$ cat src/rtl/double_integer_fraction_split_top_assert.svh
// Assertion macros for the fraction split block
`ifndef DOUBLE_INTEGER_FRACTION_SPLIT_TOP_ASSERT_SVH
`define DOUBLE_INTEGER_FRACTION_SPLIT_TOP_ASSERT_SVH

// consequent must hold in the same cycle as the trigger
`define DIFS_ASSERT_IMP(lbl, clk, rst_n, trig, cons) \
    lbl: assert property (@(posedge clk) disable iff (!rst_n) (trig) |-> (cons)) \
        else $error("assertion failed");

// consequent must hold in the cycle after the trigger
`define DIFS_ASSERT_NEXT(lbl, clk, rst_n, trig, cons) \
    lbl: assert property (@(posedge clk) disable iff (!rst_n) (trig) |=> (cons)) \
        else $error("assertion failed");

`endif

$ cat src/rtl/difs_pkg.sv
package difs_pkg;

    localparam int unsigned MantW = 52;
    localparam int unsigned ExpW  = 11;
    localparam int unsigned PosW  = 6;

    localparam logic [ExpW-1:0] ExpOne     = 11'h3ff;
    localparam logic [ExpW-1:0] ExpAllInt  = 11'h433;
    localparam logic [ExpW-1:0] ExpSpecial = 11'h7ff;

    typedef enum logic [1:0] {
        t_CASE_BIG   = 2'd0,
        t_CASE_SMALL = 2'd1,
        t_CASE_MID   = 2'd2,
        t_CASE_NAN   = 2'd3
    } t_case;

    // stage 1 to stage 2
    typedef struct packed {
        logic [63:0]     x;
        t_case           kind;
        logic [MantW-1:0] m;
    } t_s1;

    // stage 2 to stage 3
    typedef struct packed {
        logic [63:0]     x;
        t_case           kind;
        logic [MantW-1:0] m;
        logic [PosW-1:0] lz;
        logic            zero;
    } t_s2;

endpackage

$ cat src/rtl/double_integer_fraction_split_top.sv
// Splits a binary64 pattern into integral and fractional parts, both with the
// sign of x. Three register stages (classify and mask, leading-zero count,
// normalise and select); one item is taken every cycle unless o_stall is
// high. A stall freezes the whole pipeline, and an empty output register lets
// the next item move on, so throughput is one item per cycle when the sink
// never stalls. NaNs, including signalling ones, pass through unchanged.
`include "double_integer_fraction_split_top_assert.svh"

module double_integer_fraction_split_top (
    input  logic        i_clk,
    input  logic        i_rst_n,
    input  logic        i_valid,
    output logic        o_stall,
    input  logic [63:0] i_x_bits,
    output logic        o_valid,
    input  logic        i_stall,
    output logic [63:0] o_int_part,
    output logic [63:0] o_frac_part
);
    import difs_pkg::*;

    logic w_en;
    logic w_v1;
    logic w_v2;
    t_s1  w_s1;
    t_s2  w_s2;

    // advance when the output register is free or being taken
    assign w_en    = !o_valid || !i_stall;
    assign o_stall = !w_en;

    difs_classify u_cls (
        .i_clk   (i_clk),
        .i_rst_n (i_rst_n),
        .i_en    (w_en),
        .i_valid (i_valid),
        .i_x     (i_x_bits),
        .o_valid (w_v1),
        .o_s1    (w_s1)
    );

    difs_lzc u_lzc (
        .i_clk   (i_clk),
        .i_rst_n (i_rst_n),
        .i_en    (w_en),
        .i_valid (w_v1),
        .i_s1    (w_s1),
        .o_valid (w_v2),
        .o_s2    (w_s2)
    );

    difs_assemble u_asm (
        .i_clk   (i_clk),
        .i_rst_n (i_rst_n),
        .i_en    (w_en),
        .i_valid (w_v2),
        .i_s2    (w_s2),
        .o_valid (o_valid),
        .o_int   (o_int_part),
        .o_frac  (o_frac_part)
    );

    // a held result keeps its payload
    `DIFS_ASSERT_NEXT(a_hold, i_clk, i_rst_n, o_valid && i_stall,
        o_valid && $stable(o_int_part) && $stable(o_frac_part))
    // stall to the source only while the output is full and held
    `DIFS_ASSERT_IMP(a_stall, i_clk, i_rst_n, o_stall, o_valid && i_stall)
    // both parts carry the sign of x
    `DIFS_ASSERT_IMP(a_sign, i_clk, i_rst_n, o_valid,
        o_int_part[63] == o_frac_part[63])
endmodule

$ cat src/rtl/difs_classify.sv
module difs_classify (
    input  logic           i_clk,
    input  logic           i_rst_n,
    input  logic           i_en,
    input  logic           i_valid,
    input  logic [63:0]    i_x,
    output logic           o_valid,
    output difs_pkg::t_s1  o_s1
);
    import difs_pkg::*;

    logic [ExpW-1:0]  w_e;
    logic [5:0]       w_nfrac;
    logic [MantW-1:0] w_low;
    t_s1              n_s1;
    t_s1              r_s1;
    logic             r_valid;

    assign w_e = i_x[62:52];

    always_comb begin
        w_nfrac = 6'(ExpAllInt - w_e);
        w_low   = (52'd1 << w_nfrac) - 52'd1;
        if (w_nfrac == 6'd52) begin
            w_low = '1;
        end
        n_s1.x = i_x;
        n_s1.m = i_x[51:0] & w_low;
        if (w_e == ExpSpecial && i_x[51:0] != '0) begin
            n_s1.kind = t_CASE_NAN;
        end else if (w_e >= ExpAllInt) begin
            n_s1.kind = t_CASE_BIG;
        end else if (w_e < ExpOne) begin
            n_s1.kind = t_CASE_SMALL;
        end else begin
            n_s1.kind = t_CASE_MID;
        end
    end

    always_ff @(posedge i_clk) begin
        if (!i_rst_n) begin
            r_valid <= 1'b0;
        end else if (i_en) begin
            r_valid <= i_valid;
        end
    end

    always_ff @(posedge i_clk) begin
        if (i_en) begin
            r_s1 <= n_s1;
        end
    end

    assign o_valid = r_valid;
    assign o_s1    = r_s1;
endmodule

$ cat src/rtl/difs_lzc.sv
module difs_lzc (
    input  logic           i_clk,
    input  logic           i_rst_n,
    input  logic           i_en,
    input  logic           i_valid,
    input  difs_pkg::t_s1  i_s1,
    output logic           o_valid,
    output difs_pkg::t_s2  o_s2
);
    import difs_pkg::*;

    logic [PosW-1:0] w_lz;
    t_s2             r_s2;
    logic            r_valid;

    // leading zeros of the 52-bit remainder
    always_comb begin
        w_lz = '0;
        for (int i = 0; i < MantW; i++) begin
            if (i_s1.m[i]) begin
                w_lz = PosW'(MantW - 1 - i);
            end
        end
    end

    always_ff @(posedge i_clk) begin
        if (!i_rst_n) begin
            r_valid <= 1'b0;
        end else if (i_en) begin
            r_valid <= i_valid;
        end
    end

    always_ff @(posedge i_clk) begin
        if (i_en) begin
            r_s2.x    <= i_s1.x;
            r_s2.kind <= i_s1.kind;
            r_s2.m    <= i_s1.m;
            r_s2.lz   <= w_lz;
            r_s2.zero <= (i_s1.m == '0);
        end
    end

    assign o_valid = r_valid;
    assign o_s2    = r_s2;
endmodule

$ cat src/rtl/difs_assemble.sv
module difs_assemble (
    input  logic           i_clk,
    input  logic           i_rst_n,
    input  logic           i_en,
    input  logic           i_valid,
    input  difs_pkg::t_s2  i_s2,
    output logic           o_valid,
    output logic [63:0]    o_int,
    output logic [63:0]    o_frac
);
    import difs_pkg::*;

    logic             w_sign;
    logic [ExpW-1:0]  w_e;
    logic [5:0]       w_nfrac;
    logic [MantW-1:0] w_low;
    logic [MantW-1:0] w_sh;
    logic [ExpW-1:0]  w_be;
    logic [63:0]      n_int;
    logic [63:0]      n_frac;
    logic [63:0]      r_int;
    logic [63:0]      r_frac;
    logic             r_valid;

    always_comb begin
        w_sign  = i_s2.x[63];
        w_e     = i_s2.x[62:52];
        w_nfrac = 6'(ExpAllInt - w_e);
        w_low   = (52'd1 << w_nfrac) - 52'd1;
        if (w_nfrac == 6'd52) begin
            w_low = '1;
        end
        // shift past the leading one; it becomes the hidden bit
        w_sh = (i_s2.m << i_s2.lz) << 1;
        // p = 51 - lz, exponent = p + e - 52
        w_be = w_e - ExpW'(i_s2.lz) - 11'd1;
        n_int  = i_s2.x;
        n_frac = i_s2.x;
        case (i_s2.kind)
            t_CASE_NAN: begin
                n_int  = i_s2.x;
                n_frac = i_s2.x;
            end
            t_CASE_BIG: begin
                n_int  = i_s2.x;
                n_frac = {w_sign, 63'd0};
            end
            t_CASE_SMALL: begin
                n_int  = {w_sign, 63'd0};
                n_frac = i_s2.x;
            end
            t_CASE_MID: begin
                n_int = {i_s2.x[63:52], i_s2.x[51:0] & ~w_low};
                if (i_s2.zero) begin
                    n_frac = {w_sign, 63'd0};
                end else begin
                    n_frac = {w_sign, w_be, w_sh};
                end
            end
            default: begin
                n_int  = i_s2.x;
                n_frac = i_s2.x;
            end
        endcase
    end

    always_ff @(posedge i_clk) begin
        if (!i_rst_n) begin
            r_valid <= 1'b0;
        end else if (i_en) begin
            r_valid <= i_valid;
        end
    end

    always_ff @(posedge i_clk) begin
        if (i_en) begin
            r_int  <= n_int;
            r_frac <= n_frac;
        end
    end

    assign o_valid = r_valid;
    assign o_int   = r_int;
    assign o_frac  = r_frac;
endmodule
$ cat config.mk
export PLATFORM = sky130hd
export DESIGN_NAME = double_integer_fraction_split_top
export DESIGN_NICKNAME = d
export VERILOG_FILES = /design/src/rtl/difs_pkg.sv /design/src/rtl/double_integer_fraction_split_top.sv /design/src/rtl/difs_classify.sv /design/src/rtl/difs_lzc.sv /design/src/rtl/difs_assemble.sv
export VERILOG_INCLUDE_DIRS = /design/src /design/src/rtl
export SDC_FILE = /design/constraint.sdc
export NUM_CORES = 1
export LEC_CHECK = 0
export BUFFER_PORTS_ARGS = -buffer_cell sky130_fd_sc_hd__buf_2
export CAP_MARGIN = 20
export CORE_UTILIZATION = 60
export DETAILED_ROUTE_END_ITERATION = 8
export PLACE_DENSITY_LB_ADDON = 0.25
export SLEW_MARGIN = 10
export SYNTH_ARGS = -nofsm -noshare
export SYNTH_HDL_FRONTEND = slang
export SYNTH_HIERARCHICAL = 1
export SYNTH_SLANG_ARGS = --single-unit
$ cat constraint.sdc
create_clock -name i_clk -period 12.5 [get_ports i_clk]
set_input_delay 2.5 -clock i_clk [delete_from_list [all_inputs] [get_ports i_clk]]
set_output_delay 2.5 -clock i_clk [all_outputs]
set_load 0.02 [all_outputs]
Yosys cells after proc, flatten, opt, wreduce, memory -nomap -nowiden
Index checks and enable logic that the tools add are counted.
{"block": "op_classes", "n_addsub": 6, "mul": 0, "n_div": 0, "n_lt_le_gt_ge": 2, "eq_ne": 6, "shifts": 3, "muxes": 58, "bitwise": 3, "reduce_logical": 15}
{"operator": "$pmux 64 s3", "n": 2}
{"operator": "$mux 6", "n": 20}
{"operator": "$and 52x52->52", "n": 2}
{"operator": "$mux 52", "n": 2}
{"operator": "$shl 1x6->52 const A", "n": 2}
{"operator": "$sub 52x1->52 const B", "n": 2}
{"operator": "$mux 5", "n": 16}
{"operator": "$mux 63", "n": 1}
{"operator": "$logic_not 52->1", "n": 1}
{"operator": "$not 52->52", "n": 1}
{"operator": "$reduce_bool 52->1", "n": 1}
{"operator": "$shl 52x6->51", "n": 1}
{"operator": "$mux 4", "n": 8}
{"operator": "$reduce_or 32->1", "n": 1}
{"operator": "$reduce_or 16->1", "n": 1}
{"operator": "$eq 6x6->1 const B", "n": 2}
{"operator": "$mux 3", "n": 4}
{"operator": "$sub 6x6->6 const A", "n": 2}
{"operator": "$eq 11x11->1 const B", "n": 1}
{"operator": "$ge 11x11->1 const B", "n": 1}
{"operator": "$lt 11x10->1 const B", "n": 1}
{"operator": "$sub 11x1->11 const B", "n": 1}
{"operator": "$sub 11x6->11", "n": 1}
{"operator": "$mux 2", "n": 4}
{"operator": "other kinds (10)", "n": 15}
{"block": "totals", "regBits": 374, "latch_bits": 0, "ramBits": 0, "romBits": 0, "in_bits": 68, "out_inout_bits": 130, "elab_cells": 111, "memories": 0}

Logic depth before layout (Yosys ltp)
{"block": "logic_depth", "ltp_word": 51, "mapped_depth": 17, "ltp_nobuf": 12}

Hierarchy
The synthesis kept the hierarchy.
{"module": "difs_assemble", "instances": 1, "cells_per_inst": 986, "area_each_um2": 9793.1, "seq_area_each_um2": 3833.7}
{"module": "difs_classify", "instances": 1, "cells_per_inst": 411, "area_each_um2": 5316.3, "seq_area_each_um2": 3563.4}
{"module": "difs_lzc", "instances": 1, "cells_per_inst": 249, "area_each_um2": 4465.5, "seq_area_each_um2": 3773.6}
{"module": "double_integer_fraction_split_top", "instances": 1, "cells_per_inst": 2, "area_each_um2": 10.0, "seq_area_each_um2": 0.0}

Worst setup path before layout
Ideal clock, no wire load.
{"block": "synth_timing", "path_type": "input port to flip-flop", "from": "input i_stall", "to": "register u_asm.r_frac[0], in the netlist u_asm/o_frac[0] (enable)", "setup_time_ns": 2.755, "arrival_time_ns": 8.576, "t_required_ns": 9.745, "slack_ns": 1.169, "path_stages": 1, "path_buffers": 0, "cell_sequence": "nand2_1"}
{"block": "synth_via", "elab_chain_len": 2}
{"element": "start: declaration", "line_no": "double_integer_fraction_split_top.sv:16", "source": "input logic i_stall,"}
{"element": "$logic_not 1->1", "line_no": "double_integer_fraction_split_top.sv:29", "source": "assign w_en = !o_valid || !i_stall;"}
{"element": "$logic_or 1x1->1", "line_no": "double_integer_fraction_split_top.sv:29"}
{"element": "end signal: assignment", "line_no": "difs_assemble.sv:78", "source": "r_frac <= n_frac;"}
{"element": "end: declaration", "line_no": "difs_assemble.sv:22", "source": "logic [63:0] r_frac;"}
Every way passes these cells.
A chain may end at the register's enable or synchronous reset.

==> results.md <==
- Via-to-Cell Ratio: 6.89
- Cell Count, Final, Fillers Out: ~2,300
- Total die area: about 33,000 um2
- Total Power: ~3700 uW
- # fillers: approximately 2,300
- Clk pwr share: between 20% and 30%
- CTS Sinks: approximately 370
- Initial DRC Count: about 2,400
- Switch share: between 30% and 40%
- Clock Latency Late Sink: roughly 0.54 ns
- Hpwl dp: approximately 47 mm
- Hold_buf cts: 0
- Critical path fanouts, max: 29
- P_sw: 1220 uW
- YS warnings: 6
- Worst-Margin Slew: about 1.0 ns
- Final min period: just over 6 ns
- Leakage power: around 0.0087 uW
- Final nets: 1,888
- Worst Path Required: 12.79 ns
- Final setup skew: between 0.015 and 0.02 ns
- Worst IR Drop VDD: ~130 uV
- PortBufs: between 150 and 200
- Unrepaired setup endpoints after global routing: false
- Syn nets: between 1,500 and 2,000
- DRT Pass-1 Iters: 6
- PostCTS Resize Cnt: 0
- Register share of total power: between 40% and 50%
- Die X: between 150 and 200 um
- Internal Power: 2530 uW
- Design area: 22,000 um2
- Final hold vios: 0
- Row count: 65
- Slew margin rel.: between 30% and 40%
- Core area: around 32,000 um2
- Cell Area, Synth: between 15,000 and 20,000 um2
- Die Y: 183 um
- Largest net degree at the start of global routing: roughly 170
- N_diodes: 0
- CTS Buffer Depth: 3
- Post-DP Area: 20,800 um2
- Starting density of the core: between 60% and 70%
- Gr busiest metal: met2
- Number of global-route vias before repair: between 10,000 and 15,000
- Drt wl/cell: between 20 and 30 um
- Gpl congestion: 1.02
- Sequential Area: 11,100 um2
- Slew Limit Fails: 0
- H-tree levels: 2
- M2 GR Usage: ~58%
- DP Cell Count: 2,197
- WS Path Type: in -> reg
- All-Layer GR Usage: about two fifths
- Hold slack final: 0.417 ns
- Worst Setup End Kind: register
- Vias: about 16,000
- Hold/Removal Path Class: reg -> reg
- Post-CTS Setup Repair Bufs: 0
- Final ANT Viol Nets: 0
- Initial antenna violation count: 0
- Max cap viols: 0
- Final wirelength: between 60 and 70 mm
- Period Utilization, post-route: approximately 49%
- Layout cells sized above 1: between 20% and 30%
- Syn Inst Count: about 1,600
- Met3 Track Usage GR: under 10%
- Area growth syn-to-layout: 12.6%
- I/O pin cnt: 198
- Crit path arrival time: 6.36 ns
- Startpoint Class: primary input
- PwrDens: around 170 nW/um2
- First-pass GRT wire length: approximately 92 mm
- Fin Setup TNS: 0 ns
- # DRC: 0
- Clock slew at reported path FFs: approximately 0.070 ns
- TritonCTS Buffers: 38
- Achievable Freq: about 160 MHz
- Combinational share of power: between 20% and 30%
- FF-to-FF setup slack: between 7 and 8 ns
- Outcome: finished, final reports clean
- Clock root buffer: clkbuf_16
- Multi-input logic area: a little under 8000 um2
- Mean post-synth cell area: between 10 and 15 um2
- Final setup fails: 0
- Met1 Track Usage GR: between 50% and 60%
- Total gr overflow: 0
- CTS tree: built
## path summary, 6_finish.rpt
check | endpoint | startpoint | cells after the start
setup / recovery | u_cls/o_s1[50]$_DFFE_PP_ | i_x_bits[54] | 12
hold / removal | u_lzc/o_s2[124]$_DFFE_PP_ | u_cls/o_s1[117]$_DFFE_PP_ | 0
setup reg to reg | u_asm/o_int[36]$_DFFE_PP_ | u_lzc/o_s2[115]$_DFFE_PP_ | 11
hold reg to reg | u_lzc/o_s2[124]$_DFFE_PP_ | u_cls/o_s1[117]$_DFFE_PP_ | 0
## layout make-up
cell class | instances | share of cell area (%)
sequential | 372 | 50.6
multi-input combinational | 1131 | 35.5
timing repair buffer | 220 | 5.34
tap | 435 | 2.47
inverter | 39 | 0.665
clock buffer | 49 | 4.80
clock inverter | 17 | 0.671
## power groups by stage
stage / sequential [uW] / clock (uW) / combinational [uW]
finish: 1610 / 1110 / 1030
global route: 1620 / 1160 / 1090
CTS: 1610 / 1120 / 999
detailed placement: 1630 / 0 / 994
global placement: 1620 / 0 / 978
floorplan: 1670 / 0 / 640
## critical path, stage by stage
cell,delay (ns)
buf_2,0.44
inv_1,0.14
ha_1,0.44
buf_4,0.26
nand2b_1,0.23
nor2_1,0.56
nand2_1,0.15
ha_1,0.44
inv_1,0.25
a21o_1,0.37
nor2_2,0.15
o311a_1,0.39
## metal layers
metal,share of wire (%),vias to the layer above
li1,-,6667
met1,39,7458
met2,44,1265
met3,11,205
met4,5.8,0
met5,0,-
## placed cells by master (no fill, tap or decap), types with 9 or more instances in the layout
master	instances
o21a_1	13
nor2b_1	21
inv_1	36
nand3_1	40
o31ai_1	12
clkbuf_16	41
a31oi_1	18
o22ai_1	14
and2_1	39
buf_4	21
a22oi_1	35
o21ai_0	96
xnor2_1	14
mux4_2	37
o31a_1	10
nor2_1	115
nand2b_1	21
buf_2	197
o221ai_1	16
mux2i_1	48
ha_1	17
mux2_2	23
and3_1	15
o211ai_1	19
clkinv_1	9
nor4_1	28
a21boi_0	25
nor3_1	51
nand2_1	157
a21oi_1	76
o211a_1	11
or3_1	10
edfxtp_1	369
## state kept, by name (all words and copies together) (netlist names)
name           cells
u_lzc/o_s2       124
u_cls/o_s1       118
u_asm/o_int       64
u_asm/o_frac      63
u_asm/o_valid      1
u_cls/o_valid      1
u_lzc/o_valid      1
## through the flow
| step | worst slack (ns) | util (%) |
|---|---|---|
| 6_report | 6.43 | 69.2 |
| 4_1_cts | 6.56 | 69.2 |
| 5_1_grt | 6.21 | 69.2 |
| 3_5_place_dp | 6.00 | 65.5 |
| 3_3_place_gp | 5.99 | 65.4 |
| 2_1_floorplan | 1.19 | - |
No activity file was read; power rests on OpenSTA's default activity.
